==> src/hdl/lkvc_pkg.sv <==
package lkvc_pkg;

    localparam int ENTRIES_DEF    = 16;
    localparam int DATA_BITS_DEF  = 32;
    localparam int WORD_BITS      = 32;
    localparam int KEY_BITS       = 31;
    localparam int HITS_BITS      = 32;
    localparam int STAMP_BITS     = 40;
    localparam int CAP_BITS       = 5;
    localparam int CFG_INDEX_BITS = 2;
    localparam int CFG_DATA_BITS  = 32;

    localparam logic [CAP_BITS-1:0]       CAP_RESET      = CAP_BITS'(16);
    localparam logic                      FIXED_RESET    = 1'b1;
    localparam logic [HITS_BITS-1:0]      HITS_MAX       = '1;
    localparam logic [CFG_INDEX_BITS-1:0] REG_CAPACITY   = CFG_INDEX_BITS'(0);
    localparam logic [CFG_INDEX_BITS-1:0] REG_FIXED_MODE = CFG_INDEX_BITS'(1);

    typedef enum logic [1:0] {
        FUNC_PUT    = 2'd0,
        FUNC_GET    = 2'd1,
        FUNC_DELETE = 2'd2,
        FUNC_EXISTS = 2'd3
    } lkvc_func_t;

    typedef enum logic [1:0] {
        STATUS_OK      = 2'd0,
        STATUS_BAD_KEY = 2'd1,
        STATUS_FULL    = 2'd2
    } lkvc_status_t;

    typedef enum logic [2:0] {
        ST_IDLE,
        ST_SCAN,
        ST_DRAIN,
        ST_DECIDE,
        ST_RESP
    } lkvc_state_t;

    // Write control for the entry store; each field of an entry has its own enable.
    typedef struct packed {
        logic en;
        logic set_valid;
        logic clr_valid;
        logic wr_key;
        logic wr_data;
        logic wr_hits;
        logic wr_stamp;
    } lkvc_wr_t;

    // Outcome flags of one pass of the scan unit.
    typedef struct packed {
        logic found;
        logic free_found;
        logic best_found;
    } lkvc_scan_flags_t;

endpackage

==> src/hdl/lkvc_req_if.sv <==
interface lkvc_req_if;
    logic               valid;
    logic               ready;
    logic [1:0]         func;
    logic signed [31:0] key;
    logic [31:0]        data_in;

    modport source (output valid, func, key, data_in, input ready);
    modport sink   (input valid, func, key, data_in, output ready);
endinterface

==> src/hdl/lkvc_rsp_if.sv <==
interface lkvc_rsp_if;
    logic        valid;
    logic        ready;
    logic [1:0]  status;
    logic        hit;
    logic [31:0] data_out;
    logic [31:0] hit_count_out;
    logic        evicted;
    logic [30:0] evicted_key;

    modport source (output valid, status, hit, data_out, hit_count_out, evicted, evicted_key,
                    input ready);
    modport sink   (input valid, status, hit, data_out, hit_count_out, evicted, evicted_key,
                    output ready);
endinterface

==> src/hdl/lkvc_cfg_if.sv <==
interface lkvc_cfg_if;
    logic        valid;
    logic        ready;
    logic [1:0]  index;
    logic [31:0] data;

    modport source (output valid, index, data, input ready);
    modport sink   (input valid, index, data, output ready);
endinterface

==> src/hdl/lfu_key_value_cache_top.sv <==
// A result is offered once the scan unit has walked every slot of the entry store and the
// write-back is done; an item with a negative key is offered its result in the next cycle.
// The scan unit reads one slot of the entry store per cycle through its single read port;
// a new item is taken only once the result of the last one has been taken.
// Reset: rst_n is asynchronous and active low; it empties every slot, clears the entry
// count and the sequence counter, and sets capacity to 16 and fixed mode on.
module lfu_key_value_cache_top
    import lkvc_pkg::*;
#(
    parameter int ENTRIES   = ENTRIES_DEF,
    parameter int DATA_BITS = DATA_BITS_DEF
)
(
    input  logic       clk,
    input  logic       rst_n,
    lkvc_req_if.sink   req,
    lkvc_rsp_if.source rsp,
    lkvc_cfg_if.sink   cfg
);

    localparam int IW    = $clog2(ENTRIES);
    localparam int CNT_W = $clog2(ENTRIES + 1);
    // Width wide enough to compare the entry count with the capacity register.
    localparam int CMP_W = (CNT_W > CAP_BITS) ? CNT_W : CAP_BITS;

    // Configuration registers.
    logic [CAP_BITS-1:0]   cap_reg;
    logic                  fixed_reg;

    // Sequencer state and counters.
    lkvc_state_t           state_reg;
    lkvc_state_t           state_next;
    logic [IW-1:0]         scan_cnt_reg;
    logic [IW-1:0]         scan_cnt_next;
    logic [CNT_W-1:0]      count_reg;
    logic [STAMP_BITS-1:0] seq_reg;

    // The item being worked on.
    lkvc_func_t            func_reg;
    logic [KEY_BITS-1:0]   key_reg;
    logic [DATA_BITS-1:0]  data_reg;
    logic [STAMP_BITS-1:0] stamp_reg;

    // Result register, held until the output transfer.
    logic [1:0]            status_reg;
    logic                  hit_reg;
    logic [WORD_BITS-1:0]  dout_reg;
    logic [HITS_BITS-1:0]  hcount_reg;
    logic                  evicted_reg;
    logic [KEY_BITS-1:0]   evkey_reg;

    logic                  req_xfer;
    logic                  rsp_xfer;
    logic                  bad_key;
    logic                  scan_start;
    logic                  rd_en;

    // Store read side and scan results.
    logic                  rd_valid;
    logic [KEY_BITS-1:0]   rd_key;
    logic [DATA_BITS-1:0]  rd_data;
    logic [HITS_BITS-1:0]  rd_hits;
    logic [STAMP_BITS-1:0] rd_stamp;
    lkvc_scan_flags_t      flags;
    logic [IW-1:0]         match_idx;
    logic [DATA_BITS-1:0]  match_data;
    logic [HITS_BITS-1:0]  match_hits;
    logic [IW-1:0]         free_idx;
    logic [IW-1:0]         best_idx;
    logic [KEY_BITS-1:0]   best_key;

    // Decision made once the scan is complete.
    logic [CMP_W-1:0]      cap_ext;
    logic [CMP_W-1:0]      cap_eff;
    logic                  full;
    logic [HITS_BITS-1:0]  hits_inc;
    lkvc_wr_t              dec_wr;
    lkvc_wr_t              st_wr;
    logic [IW-1:0]         dec_addr;
    logic [HITS_BITS-1:0]  dec_hits;
    lkvc_status_t          dec_status;
    logic                  dec_evict;
    logic                  dec_cnt_inc;
    logic                  dec_cnt_dec;

    assign req_xfer = req.valid && req.ready;
    assign rsp_xfer = rsp.valid && rsp.ready;
    // Bit 31 of the key is its sign: a negative key is rejected without a scan.
    assign bad_key  = req.key[WORD_BITS-1];

    // Configuration writes are to be made only while the block is idle; the block
    // itself does not enforce this. They are always taken.
    assign cfg.ready = 1'b1;

    always_ff @(posedge clk or negedge rst_n)
    begin
        if (!rst_n)
        begin
            cap_reg   <= CAP_RESET;
            fixed_reg <= FIXED_RESET;
        end
        else if (cfg.valid && cfg.ready)
        begin
            unique case (cfg.index)
                REG_CAPACITY:   cap_reg   <= cfg.data[CAP_BITS-1:0];
                REG_FIXED_MODE: fixed_reg <= cfg.data[0];
                default:        ;
            endcase
        end
    end

    // ------------------------------------------------------------------
    // Sequencer. An accepted item with a valid key walks the store once,
    // one slot per cycle, passes through the drain state while the last
    // slot is judged, then writes back and offers its result.
    // ------------------------------------------------------------------
    always_ff @(posedge clk or negedge rst_n)
    begin
        if (!rst_n)
        begin
            state_reg    <= ST_IDLE;
            scan_cnt_reg <= '0;
            count_reg    <= '0;
            seq_reg      <= '0;
        end
        else
        begin
            state_reg    <= state_next;
            scan_cnt_reg <= scan_cnt_next;
            if (req_xfer)
            begin
                seq_reg <= seq_reg + STAMP_BITS'(1);
            end
            if (state_reg == ST_DECIDE)
            begin
                if (dec_cnt_inc)
                begin
                    count_reg <= count_reg + CNT_W'(1);
                end
                else if (dec_cnt_dec)
                begin
                    count_reg <= count_reg - CNT_W'(1);
                end
            end
        end
    end

    always_comb
    begin
        state_next    = state_reg;
        scan_cnt_next = scan_cnt_reg;
        req.ready     = 1'b0;
        rsp.valid     = 1'b0;
        scan_start    = 1'b0;
        rd_en         = 1'b0;
        unique case (state_reg)
            ST_IDLE:
            begin
                req.ready     = 1'b1;
                scan_cnt_next = '0;
                if (req.valid)
                begin
                    if (bad_key)
                    begin
                        state_next = ST_RESP;
                    end
                    else
                    begin
                        scan_start = 1'b1;
                        state_next = ST_SCAN;
                    end
                end
            end
            ST_SCAN:
            begin
                rd_en         = 1'b1;
                scan_cnt_next = scan_cnt_reg + IW'(1);
                if (scan_cnt_reg == IW'(ENTRIES - 1))
                begin
                    scan_cnt_next = '0;
                    state_next    = ST_DRAIN;
                end
            end
            ST_DRAIN:
            begin
                state_next = ST_DECIDE;
            end
            ST_DECIDE:
            begin
                state_next = ST_RESP;
            end
            ST_RESP:
            begin
                rsp.valid = 1'b1;
                if (rsp.ready)
                begin
                    state_next = ST_IDLE;
                end
            end
            default:
            begin
                state_next = ST_IDLE;
            end
        endcase
    end

    // ------------------------------------------------------------------
    // Item and result registers.
    // ------------------------------------------------------------------
    always_ff @(posedge clk)
    begin
        if (req_xfer)
        begin
            func_reg  <= lkvc_func_t'(req.func);
            key_reg   <= req.key[KEY_BITS-1:0];
            data_reg  <= DATA_BITS'(req.data_in);
            stamp_reg <= seq_reg;
            if (bad_key)
            begin
                status_reg  <= STATUS_BAD_KEY;
                hit_reg     <= 1'b0;
                dout_reg    <= '0;
                hcount_reg  <= '0;
                evicted_reg <= 1'b0;
                evkey_reg   <= '0;
            end
        end
        if (state_reg == ST_DECIDE)
        begin
            status_reg  <= dec_status;
            hit_reg     <= flags.found;
            dout_reg    <= '0;
            hcount_reg  <= '0;
            evicted_reg <= dec_evict;
            evkey_reg   <= dec_evict ? best_key : '0;
            if ((func_reg == FUNC_GET) && flags.found)
            begin
                dout_reg   <= WORD_BITS'(match_data);
                hcount_reg <= hits_inc;
            end
        end
    end

    // ------------------------------------------------------------------
    // Write-back decision. A capacity of zero behaves as one and anything
    // above the number of slots behaves as the number of slots.
    // ------------------------------------------------------------------
    assign cap_ext  = CMP_W'(cap_reg);
    assign cap_eff  = (cap_ext == '0) ? CMP_W'(1) :
                      ((cap_ext > CMP_W'(ENTRIES)) ? CMP_W'(ENTRIES) : cap_ext);
    assign full     = CMP_W'(count_reg) >= cap_eff;
    // The hit count saturates rather than wrapping.
    assign hits_inc = (match_hits == HITS_MAX) ? match_hits : match_hits + HITS_BITS'(1);

    always_comb
    begin
        dec_wr      = '0;
        dec_addr    = match_idx;
        dec_hits    = hits_inc;
        dec_status  = STATUS_OK;
        dec_evict   = 1'b0;
        dec_cnt_inc = 1'b0;
        dec_cnt_dec = 1'b0;
        unique case (func_reg)
            FUNC_PUT:
            begin
                if (flags.found)
                begin
                    // Update of a present key: new data and stamp, hits kept.
                    dec_wr.en       = 1'b1;
                    dec_wr.wr_data  = 1'b1;
                    dec_wr.wr_stamp = 1'b1;
                end
                else if (full)
                begin
                    if (fixed_reg && flags.best_found)
                    begin
                        // Eviction reuses the victim's slot, so the count stays.
                        dec_evict       = 1'b1;
                        dec_addr        = best_idx;
                        dec_hits        = '0;
                        dec_wr.en       = 1'b1;
                        dec_wr.wr_key   = 1'b1;
                        dec_wr.wr_data  = 1'b1;
                        dec_wr.wr_hits  = 1'b1;
                        dec_wr.wr_stamp = 1'b1;
                    end
                    else
                    begin
                        dec_status = STATUS_FULL;
                    end
                end
                else if (flags.free_found)
                begin
                    dec_addr         = free_idx;
                    dec_hits         = '0;
                    dec_cnt_inc      = 1'b1;
                    dec_wr.en        = 1'b1;
                    dec_wr.set_valid = 1'b1;
                    dec_wr.wr_key    = 1'b1;
                    dec_wr.wr_data   = 1'b1;
                    dec_wr.wr_hits   = 1'b1;
                    dec_wr.wr_stamp  = 1'b1;
                end
                else
                begin
                    dec_status = STATUS_FULL;
                end
            end
            FUNC_GET:
            begin
                if (flags.found)
                begin
                    dec_wr.en       = 1'b1;
                    dec_wr.wr_hits  = 1'b1;
                    dec_wr.wr_stamp = 1'b1;
                end
            end
            FUNC_DELETE:
            begin
                if (flags.found)
                begin
                    dec_wr.en        = 1'b1;
                    dec_wr.clr_valid = 1'b1;
                    dec_cnt_dec      = (count_reg != '0);
                end
            end
            FUNC_EXISTS:
            begin
                // A pure lookup: only the hit flag is reported.
            end
            default:
            begin
            end
        endcase
    end

    always_comb
    begin
        st_wr    = dec_wr;
        st_wr.en = dec_wr.en && (state_reg == ST_DECIDE);
    end

    lkvc_store #(
        .ENTRIES   (ENTRIES),
        .DATA_BITS (DATA_BITS)
    ) u_store (
        .clk      (clk),
        .rst_n    (rst_n),
        .rd_en    (rd_en),
        .rd_addr  (scan_cnt_reg),
        .rd_valid (rd_valid),
        .rd_key   (rd_key),
        .rd_data  (rd_data),
        .rd_hits  (rd_hits),
        .rd_stamp (rd_stamp),
        .wr       (st_wr),
        .wr_addr  (dec_addr),
        .wr_key   (key_reg),
        .wr_data  (data_reg),
        .wr_hits  (dec_hits),
        .wr_stamp (stamp_reg)
    );

    lkvc_scan #(
        .ENTRIES   (ENTRIES),
        .DATA_BITS (DATA_BITS)
    ) u_scan (
        .clk        (clk),
        .rst_n      (rst_n),
        .start      (scan_start),
        .issue      (rd_en),
        .issue_idx  (scan_cnt_reg),
        .key        (key_reg),
        .rd_valid   (rd_valid),
        .rd_key     (rd_key),
        .rd_data    (rd_data),
        .rd_hits    (rd_hits),
        .rd_stamp   (rd_stamp),
        .flags      (flags),
        .match_idx  (match_idx),
        .match_data (match_data),
        .match_hits (match_hits),
        .free_idx   (free_idx),
        .best_idx   (best_idx),
        .best_key   (best_key)
    );

    // ------------------------------------------------------------------
    // Output port.
    // ------------------------------------------------------------------
    assign rsp.status        = status_reg;
    assign rsp.hit           = hit_reg;
    assign rsp.data_out      = dout_reg;
    assign rsp.hit_count_out = hcount_reg;
    assign rsp.evicted       = evicted_reg;
    assign rsp.evicted_key   = evkey_reg;

    // ------------------------------------------------------------------
    // Assertions.
    // ------------------------------------------------------------------
    a_count_bound: assert property (@(posedge clk) disable iff (!rst_n)
        count_reg <= CNT_W'(ENTRIES))
        else $error("entry count exceeds the number of slots");

    a_store_write_decide: assert property (@(posedge clk) disable iff (!rst_n)
        st_wr.en |-> (state_reg == ST_DECIDE))
        else $error("entry store written outside the write-back cycle");

    a_evict_keeps_count: assert property (@(posedge clk) disable iff (!rst_n)
        (state_reg == ST_DECIDE && dec_evict) |=> $stable(count_reg))
        else $error("eviction changed the entry count");

    a_bad_key_fast: assert property (@(posedge clk) disable iff (!rst_n)
        (req_xfer && bad_key) |=> (state_reg == ST_RESP && status_reg == STATUS_BAD_KEY))
        else $error("negative key not answered at once");

    a_one_at_a_time: assert property (@(posedge clk) disable iff (!rst_n)
        !(req.ready && rsp.valid))
        else $error("new item taken while a result is pending");

endmodule

==> src/hdl/lkvc_store.sv <==
module lkvc_store
    import lkvc_pkg::*;
#(
    parameter int ENTRIES   = ENTRIES_DEF,
    parameter int DATA_BITS = DATA_BITS_DEF,
    localparam int IW       = $clog2(ENTRIES)
)
(
    input  logic                  clk,
    input  logic                  rst_n,
    input  logic                  rd_en,
    input  logic [IW-1:0]         rd_addr,
    output logic                  rd_valid,
    output logic [KEY_BITS-1:0]   rd_key,
    output logic [DATA_BITS-1:0]  rd_data,
    output logic [HITS_BITS-1:0]  rd_hits,
    output logic [STAMP_BITS-1:0] rd_stamp,
    input  lkvc_wr_t              wr,
    input  logic [IW-1:0]         wr_addr,
    input  logic [KEY_BITS-1:0]   wr_key,
    input  logic [DATA_BITS-1:0]  wr_data,
    input  logic [HITS_BITS-1:0]  wr_hits,
    input  logic [STAMP_BITS-1:0] wr_stamp
);

    logic [KEY_BITS-1:0]   key_mem   [ENTRIES];
    logic [DATA_BITS-1:0]  data_mem  [ENTRIES];
    logic [HITS_BITS-1:0]  hits_mem  [ENTRIES];
    logic [STAMP_BITS-1:0] stamp_mem [ENTRIES];
    logic [ENTRIES-1:0]    valid_reg;
    logic                  rd_valid_reg;
    logic [KEY_BITS-1:0]   rd_key_reg;
    logic [DATA_BITS-1:0]  rd_data_reg;
    logic [HITS_BITS-1:0]  rd_hits_reg;
    logic [STAMP_BITS-1:0] rd_stamp_reg;

    // Valid bits live in flip-flops so that reset empties the cache at once.
    always_ff @(posedge clk or negedge rst_n)
    begin
        if (!rst_n)
        begin
            valid_reg    <= '0;
            rd_valid_reg <= 1'b0;
        end
        else
        begin
            if (wr.en && wr.set_valid)
            begin
                valid_reg[wr_addr] <= 1'b1;
            end
            else if (wr.en && wr.clr_valid)
            begin
                valid_reg[wr_addr] <= 1'b0;
            end
            if (rd_en)
            begin
                rd_valid_reg <= valid_reg[rd_addr];
            end
        end
    end

    always_ff @(posedge clk)
    begin
        if (wr.en && wr.wr_key)
        begin
            key_mem[wr_addr] <= wr_key;
        end
        if (wr.en && wr.wr_data)
        begin
            data_mem[wr_addr] <= wr_data;
        end
        if (wr.en && wr.wr_hits)
        begin
            hits_mem[wr_addr] <= wr_hits;
        end
        if (wr.en && wr.wr_stamp)
        begin
            stamp_mem[wr_addr] <= wr_stamp;
        end
        if (rd_en)
        begin
            rd_key_reg   <= key_mem[rd_addr];
            rd_data_reg  <= data_mem[rd_addr];
            rd_hits_reg  <= hits_mem[rd_addr];
            rd_stamp_reg <= stamp_mem[rd_addr];
        end
    end

    assign rd_valid = rd_valid_reg;
    assign rd_key   = rd_key_reg;
    assign rd_data  = rd_data_reg;
    assign rd_hits  = rd_hits_reg;
    assign rd_stamp = rd_stamp_reg;

endmodule

==> src/hdl/lkvc_scan.sv <==
module lkvc_scan
    import lkvc_pkg::*;
#(
    parameter int ENTRIES   = ENTRIES_DEF,
    parameter int DATA_BITS = DATA_BITS_DEF,
    localparam int IW       = $clog2(ENTRIES)
)
(
    input  logic                  clk,
    input  logic                  rst_n,
    input  logic                  start,
    input  logic                  issue,
    input  logic [IW-1:0]         issue_idx,
    input  logic [KEY_BITS-1:0]   key,
    input  logic                  rd_valid,
    input  logic [KEY_BITS-1:0]   rd_key,
    input  logic [DATA_BITS-1:0]  rd_data,
    input  logic [HITS_BITS-1:0]  rd_hits,
    input  logic [STAMP_BITS-1:0] rd_stamp,
    output lkvc_scan_flags_t      flags,
    output logic [IW-1:0]         match_idx,
    output logic [DATA_BITS-1:0]  match_data,
    output logic [HITS_BITS-1:0]  match_hits,
    output logic [IW-1:0]         free_idx,
    output logic [IW-1:0]         best_idx,
    output logic [KEY_BITS-1:0]   best_key
);

    logic                  smp_en_reg;
    logic [IW-1:0]         smp_idx_reg;
    lkvc_scan_flags_t      flags_reg;
    logic [IW-1:0]         match_idx_reg;
    logic [DATA_BITS-1:0]  match_data_reg;
    logic [HITS_BITS-1:0]  match_hits_reg;
    logic [IW-1:0]         free_idx_reg;
    logic [IW-1:0]         best_idx_reg;
    logic [KEY_BITS-1:0]   best_key_reg;
    logic [HITS_BITS-1:0]  best_hits_reg;
    logic [STAMP_BITS-1:0] best_stamp_reg;
    logic                  is_match;
    logic                  is_free;
    logic                  is_better;

    // One slot is judged per cycle; strict comparisons keep the lowest index on ties.
    assign is_match  = smp_en_reg && rd_valid && (rd_key == key);
    assign is_free   = smp_en_reg && !rd_valid && !flags_reg.free_found;
    assign is_better = smp_en_reg && rd_valid &&
                       (!flags_reg.best_found || (rd_hits < best_hits_reg) ||
                        ((rd_hits == best_hits_reg) && (rd_stamp < best_stamp_reg)));

    always_ff @(posedge clk or negedge rst_n)
    begin
        if (!rst_n)
        begin
            smp_en_reg <= 1'b0;
            flags_reg  <= '0;
        end
        else
        begin
            smp_en_reg <= issue;
            if (start)
            begin
                flags_reg <= '0;
            end
            else
            begin
                if (is_match)
                begin
                    flags_reg.found <= 1'b1;
                end
                if (is_free)
                begin
                    flags_reg.free_found <= 1'b1;
                end
                if (is_better)
                begin
                    flags_reg.best_found <= 1'b1;
                end
            end
        end
    end

    always_ff @(posedge clk)
    begin
        smp_idx_reg <= issue_idx;
        if (is_match)
        begin
            match_idx_reg  <= smp_idx_reg;
            match_data_reg <= rd_data;
            match_hits_reg <= rd_hits;
        end
        if (is_free)
        begin
            free_idx_reg <= smp_idx_reg;
        end
        if (is_better)
        begin
            best_idx_reg   <= smp_idx_reg;
            best_key_reg   <= rd_key;
            best_hits_reg  <= rd_hits;
            best_stamp_reg <= rd_stamp;
        end
    end

    assign flags      = flags_reg;
    assign match_idx  = match_idx_reg;
    assign match_data = match_data_reg;
    assign match_hits = match_hits_reg;
    assign free_idx   = free_idx_reg;
    assign best_idx   = best_idx_reg;
    assign best_key   = best_key_reg;

endmodule
==> src/flat_wrapper.sv <==
// flat-port wrapper written by rule: the top's interface ports become plain ports
module lfu_key_value_cache_top_flat import lkvc_pkg::*;
#(
    parameter int ENTRIES   = ENTRIES_DEF,
    parameter int DATA_BITS = DATA_BITS_DEF
)
  (clk, rst_n, req_valid, req_func, req_key, req_data_in, req_ready, rsp_valid, rsp_status, rsp_hit, rsp_data_out, rsp_hit_count_out, rsp_evicted, rsp_evicted_key, rsp_ready, cfg_valid, cfg_index, cfg_data, cfg_ready);
  lkvc_req_if req_i ();
  lkvc_rsp_if rsp_i ();
  lkvc_cfg_if cfg_i ();
  input  logic clk;
  input  logic rst_n;
  input wire logic [$bits(req_i.valid)-1:0] req_valid;
  input wire logic [$bits(req_i.func)-1:0] req_func;
  input wire logic [$bits(req_i.key)-1:0] req_key;
  input wire logic [$bits(req_i.data_in)-1:0] req_data_in;
  output wire logic [$bits(req_i.ready)-1:0] req_ready;
  output wire logic [$bits(rsp_i.valid)-1:0] rsp_valid;
  output wire logic [$bits(rsp_i.status)-1:0] rsp_status;
  output wire logic [$bits(rsp_i.hit)-1:0] rsp_hit;
  output wire logic [$bits(rsp_i.data_out)-1:0] rsp_data_out;
  output wire logic [$bits(rsp_i.hit_count_out)-1:0] rsp_hit_count_out;
  output wire logic [$bits(rsp_i.evicted)-1:0] rsp_evicted;
  output wire logic [$bits(rsp_i.evicted_key)-1:0] rsp_evicted_key;
  input wire logic [$bits(rsp_i.ready)-1:0] rsp_ready;
  input wire logic [$bits(cfg_i.valid)-1:0] cfg_valid;
  input wire logic [$bits(cfg_i.index)-1:0] cfg_index;
  input wire logic [$bits(cfg_i.data)-1:0] cfg_data;
  output wire logic [$bits(cfg_i.ready)-1:0] cfg_ready;
  assign req_i.valid = req_valid;
  assign req_i.func = req_func;
  assign req_i.key = req_key;
  assign req_i.data_in = req_data_in;
  assign req_ready = req_i.ready;
  assign rsp_valid = rsp_i.valid;
  assign rsp_status = rsp_i.status;
  assign rsp_hit = rsp_i.hit;
  assign rsp_data_out = rsp_i.data_out;
  assign rsp_hit_count_out = rsp_i.hit_count_out;
  assign rsp_evicted = rsp_i.evicted;
  assign rsp_evicted_key = rsp_i.evicted_key;
  assign rsp_i.ready = rsp_ready;
  assign cfg_i.valid = cfg_valid;
  assign cfg_i.index = cfg_index;
  assign cfg_i.data = cfg_data;
  assign cfg_ready = cfg_i.ready;
  lfu_key_value_cache_top #(.ENTRIES(ENTRIES), .DATA_BITS(DATA_BITS)) u_core (.clk(clk), .rst_n(rst_n), .req(req_i), .rsp(rsp_i), .cfg(cfg_i));
endmodule
==> config.mk <==
export PLATFORM = sky130hd
export DESIGN_NAME = lfu_key_value_cache_top_flat
export DESIGN_NICKNAME = d
export VERILOG_FILES = /design/src/hdl/lkvc_pkg.sv /design/src/hdl/lkvc_req_if.sv /design/src/hdl/lkvc_rsp_if.sv /design/src/hdl/lkvc_cfg_if.sv /design/src/hdl/lfu_key_value_cache_top.sv /design/src/hdl/lkvc_store.sv /design/src/hdl/lkvc_scan.sv /design/src/flat_wrapper.sv
export SDC_FILE = /design/constraint.sdc
export NUM_CORES = 2
export LEC_CHECK = 0
export CORE_ASPECT_RATIO = 1.5
export CORE_MARGIN = 2
export CORE_UTILIZATION = 57
export DETAILED_ROUTE_END_ITERATION = 8
export DONT_BUFFER_PORTS = 1
export GPL_ROUTABILITY_DRIVEN = 0
export PLACE_DENSITY_LB_ADDON = 0.25
export SYNTH_ARGS = -nofsm -noshare
export SYNTH_HDL_FRONTEND = slang
export SYNTH_SLANG_ARGS = --single-unit
==> constraint.sdc <==
create_clock -name clk -period 8.27 [get_ports clk]
set_input_delay 0.4135 -clock clk [delete_from_list [all_inputs] [get_ports clk]]
set_output_delay 0.4135 -clock clk [all_outputs]
set_load 0.01 [all_outputs]
==> results.yml <==
worst_setup_path:
  required_ns: 8.72
  critPathMaxFanout: 42
  critPathKind: "reg2reg"
  worstPathArrival_ns: 5.27
  startpoint: "u_core.u_store.rd_hits[1]$_DFFE_PP_"
  end_kind: "flop"
  critPathLaunchType: "flop"
  regToRegStartpoint: "u_core.u_store.rd_hits[1]$_DFFE_PP_"
clock_network:
  cts_tree: "built"
  ctsHtreeMaxLevel: 4
  clk_pin_slew_worst_paths_ns: 0.07
  cts_root_buf: "clkbuf_16"
  clockBufferDepth: 4
  clk_latency_ns: 0.87
  cts_sinks: 2761
  cts_buffers: 241
  cts_resized: 0
logic_synthesis:
  syn_inst: 5547
  yosys.area.top_type: "edfxtp_1"
  async_flop_share_pct: 2.861
  synth-main-ff-cell: "edfxtp_1"
  ys_seq_elements: 2761
  yosysWarnings: 0
  syn_nets: 5740
  avgSynthCellArea_um2: 19.08
  synth_cell_types: 73
  synth_area_leaders: "edfxtp_1 76%, mux4_2 5.9%, mux2i_1 3.9%"
  netlist_area_um2: 105800
  synth_top_area_share_pct: 75.99
  seq_area_frac_synth_pct: 77.94
  synth-edff-count: 2678
timing:
  drv_slew: 0
  layout_setup_ws_ns: 3.454
  slew_headroom_pct: 13.91
  fin_tns_setup_ns: 0
  min_period_ns: 4.816
  hold_viol: 0
  skew_ns: 0.04832
  rsz0062_at_grt: "false"
  period_share_pct: 58.24
  tightestPinTransition_ns: 1.291
  setup_viol: 0
  max_freq_ghz: 0.2076
global_route:
  grt_util_all_layers_pct: 24.83
  antenna_found_initial: 19
  grt_max_degree: 139
  grt_pass1_wl_um: 345100
  grt_pass1_vias: 53429
  grt-ovfl-total: 0
detailed_routing:
  wl_um: 235000
  first_pass_iters: 5
  drc: 0
  first_iter_violations: 5482
  postRouteAntennaNets: 0
  vias_per_cell: 6.253
  dr_total_vias: 52174
  wl_per_cell_um: 28.16
layout:
  fin_util_pct: 63.86
  drive_above_1_share_pct: 16.54
  top_regs: "u_core.u_store.stamp_mem x640, u_core.u_store.data_mem x512, u_core.u_store.hits_mem x512"
  layout_common_cells: "2678 x edfxtp_1, 408 x mux2i_1, 307 x o21ai_0, 275 x mux4_2, 245 x clkbuf_16"
  largest_reg_flops: 640
  largest-register: "u_core.u_store.stamp_mem"
  final_cell_area_um2: 117800
  layout_commonest_cell: "edfxtp_1"
  nets: 5900
  syn2layout_area_growth_pct: 11.34
place:
  dp_hpwl_um: 114100
  detailedPlace.worstSlack_ns: 3.391
  dpl_cell_area_um2: 109300
  port_buffers: 0
hold_path:
  hp-class: "in2async"
floorplanning:
  coreArea_um2: 184500
  die_h_um: 531.7
  rows: 193
  pin_count: 207
  dieArea_um2: 189200
  die_x_um: 355.8
  start_util_pct: 57.36
pwr:
  p_total_uw: 34010
  leakage_uw: 0.03803
  power_per_cell_area_nw_per_um2: 288.6
  ir_drop_mv: 0.2943
status:
  status: "finished, final reports clean"
job:
  drv_cap: 0
[report_power, final]
group,switching [µW],internal [µW]
Sequential,875,16800
Combinational,3150,2180
Clock,4850,6120
[what timing repair did]
| item | in CTS | in global routing |
|---|---|---|
| hold buffers | 83 | 0 |
| setup endpoints to repair | 0 | 0 |
| buffers inserted | 0 | 0 |
| endpoints found under the hold margin | 155 | 0 |
[cells by family after synthesis]
| group | after synthesis | synth area share [%] |
|---|---|---|
| adders and majority gates | 88 | 1.048 |
| xor gates and xnor gates | 106 | 0.8773 |
| AOI/OAI and AO/OA | 815 | 4.855 |
| muxes | 826 | 11.23 |
| DFF | 2761 | 77.94 |
| other | 1 | 0.003544 |
| buffers and inverters | 363 | 1.363 |
| and+or+nand+nor | 587 | 2.683 |
[metrics by stage]
| step | hold slack (ns) | instances |
|---|---|---|
| after global placement | 0.1288 | 7818 |
| final | 0.09429 | 8344 |
| after floorplan | 0.1179 | 5547 |
| after CTS | 0.1052 | 8338 |
| after global routing | 0.1132 | 8340 |
| after detailed placement | 0.1299 | 7818 |
[synthesized netlist by cell type (all sizes together), types with 5 or more instances]
| cell type | count |
|---|---|
| nand2 | 204 |
| inv | 93 |
| a22o | 5 |
| nand4 | 32 |
| edfxtp | 2678 |
| and4 | 7 |
| o21ai | 324 |
| nor4 | 10 |
| mux2 | 143 |
| xor2 | 66 |
| ha | 87 |
| and3 | 47 |
| a22oi | 134 |
| nand4bb | 6 |
| nor3 | 6 |
| nand3 | 32 |
| clkbuf | 187 |
| and2 | 40 |
| mux4 | 275 |
| a221oi | 134 |
| buf | 83 |
| xnor2 | 40 |
| mux2i | 408 |
| a21oi | 174 |
| dfrtp | 77 |
| a21o | 12 |
| nor2 | 173 |
| nor2b | 6 |
[path summary, 6_finish.rpt]
path	to	slack, ns	cells past startpoint
setup / recovery	u_core.u_scan.best_key[27]$_DFFE_PP_	3.45	9
hold / removal	u_core.seq_reg[17]$_DFFE_PN0P_	0.09	2
setup reg to reg	u_core.u_scan.best_key[27]$_DFFE_PP_	3.45	9
hold reg to reg	u_core.u_scan.match_data[11]$_DFFE_PP_	0.42	0
max in group asynchronous	u_core.scan_cnt_reg[2]$_DFFE_PN0P_	7.63	2
min in group clk	u_core.data_reg[31]$_DFFE_PP_	0.16	1
[per-layer routing]
metal  wire length, µm  track usage [%]  vias up
met5               111                0        -
met4              5996            6.868       20
met3             15830            3.510      417
met2            121800            42.89     1961
met1             91290            33.19    27193
li1                  -                -    22583
[critical path: stages (launching register included)]
cell and delay [ns]:
edfxtp_1 0.42, ha_1 0.32, nor2b_1 0.14, o211ai_1 0.24, a2111oi_0 0.24, a2111oi_0 0.59, a21boi_0 0.41, o41a_1 0.54
a21oi_4 0.64, buf_4 0.80
[cell type report]
type | count | area (µm²)
flip-flops and latches | 2761 | 82490
fillers | 12519 | 66670
multi-input cells | 2423 | 22490
clock buffers | 290 | 6370
well taps | 2437 | 3049
repair buffers | 187 | 1767
clock inverters | 147 | 1286
inverters | 93 | 356.6
diodes | 6 | 15.01
(Power assumes the default switching activity.)
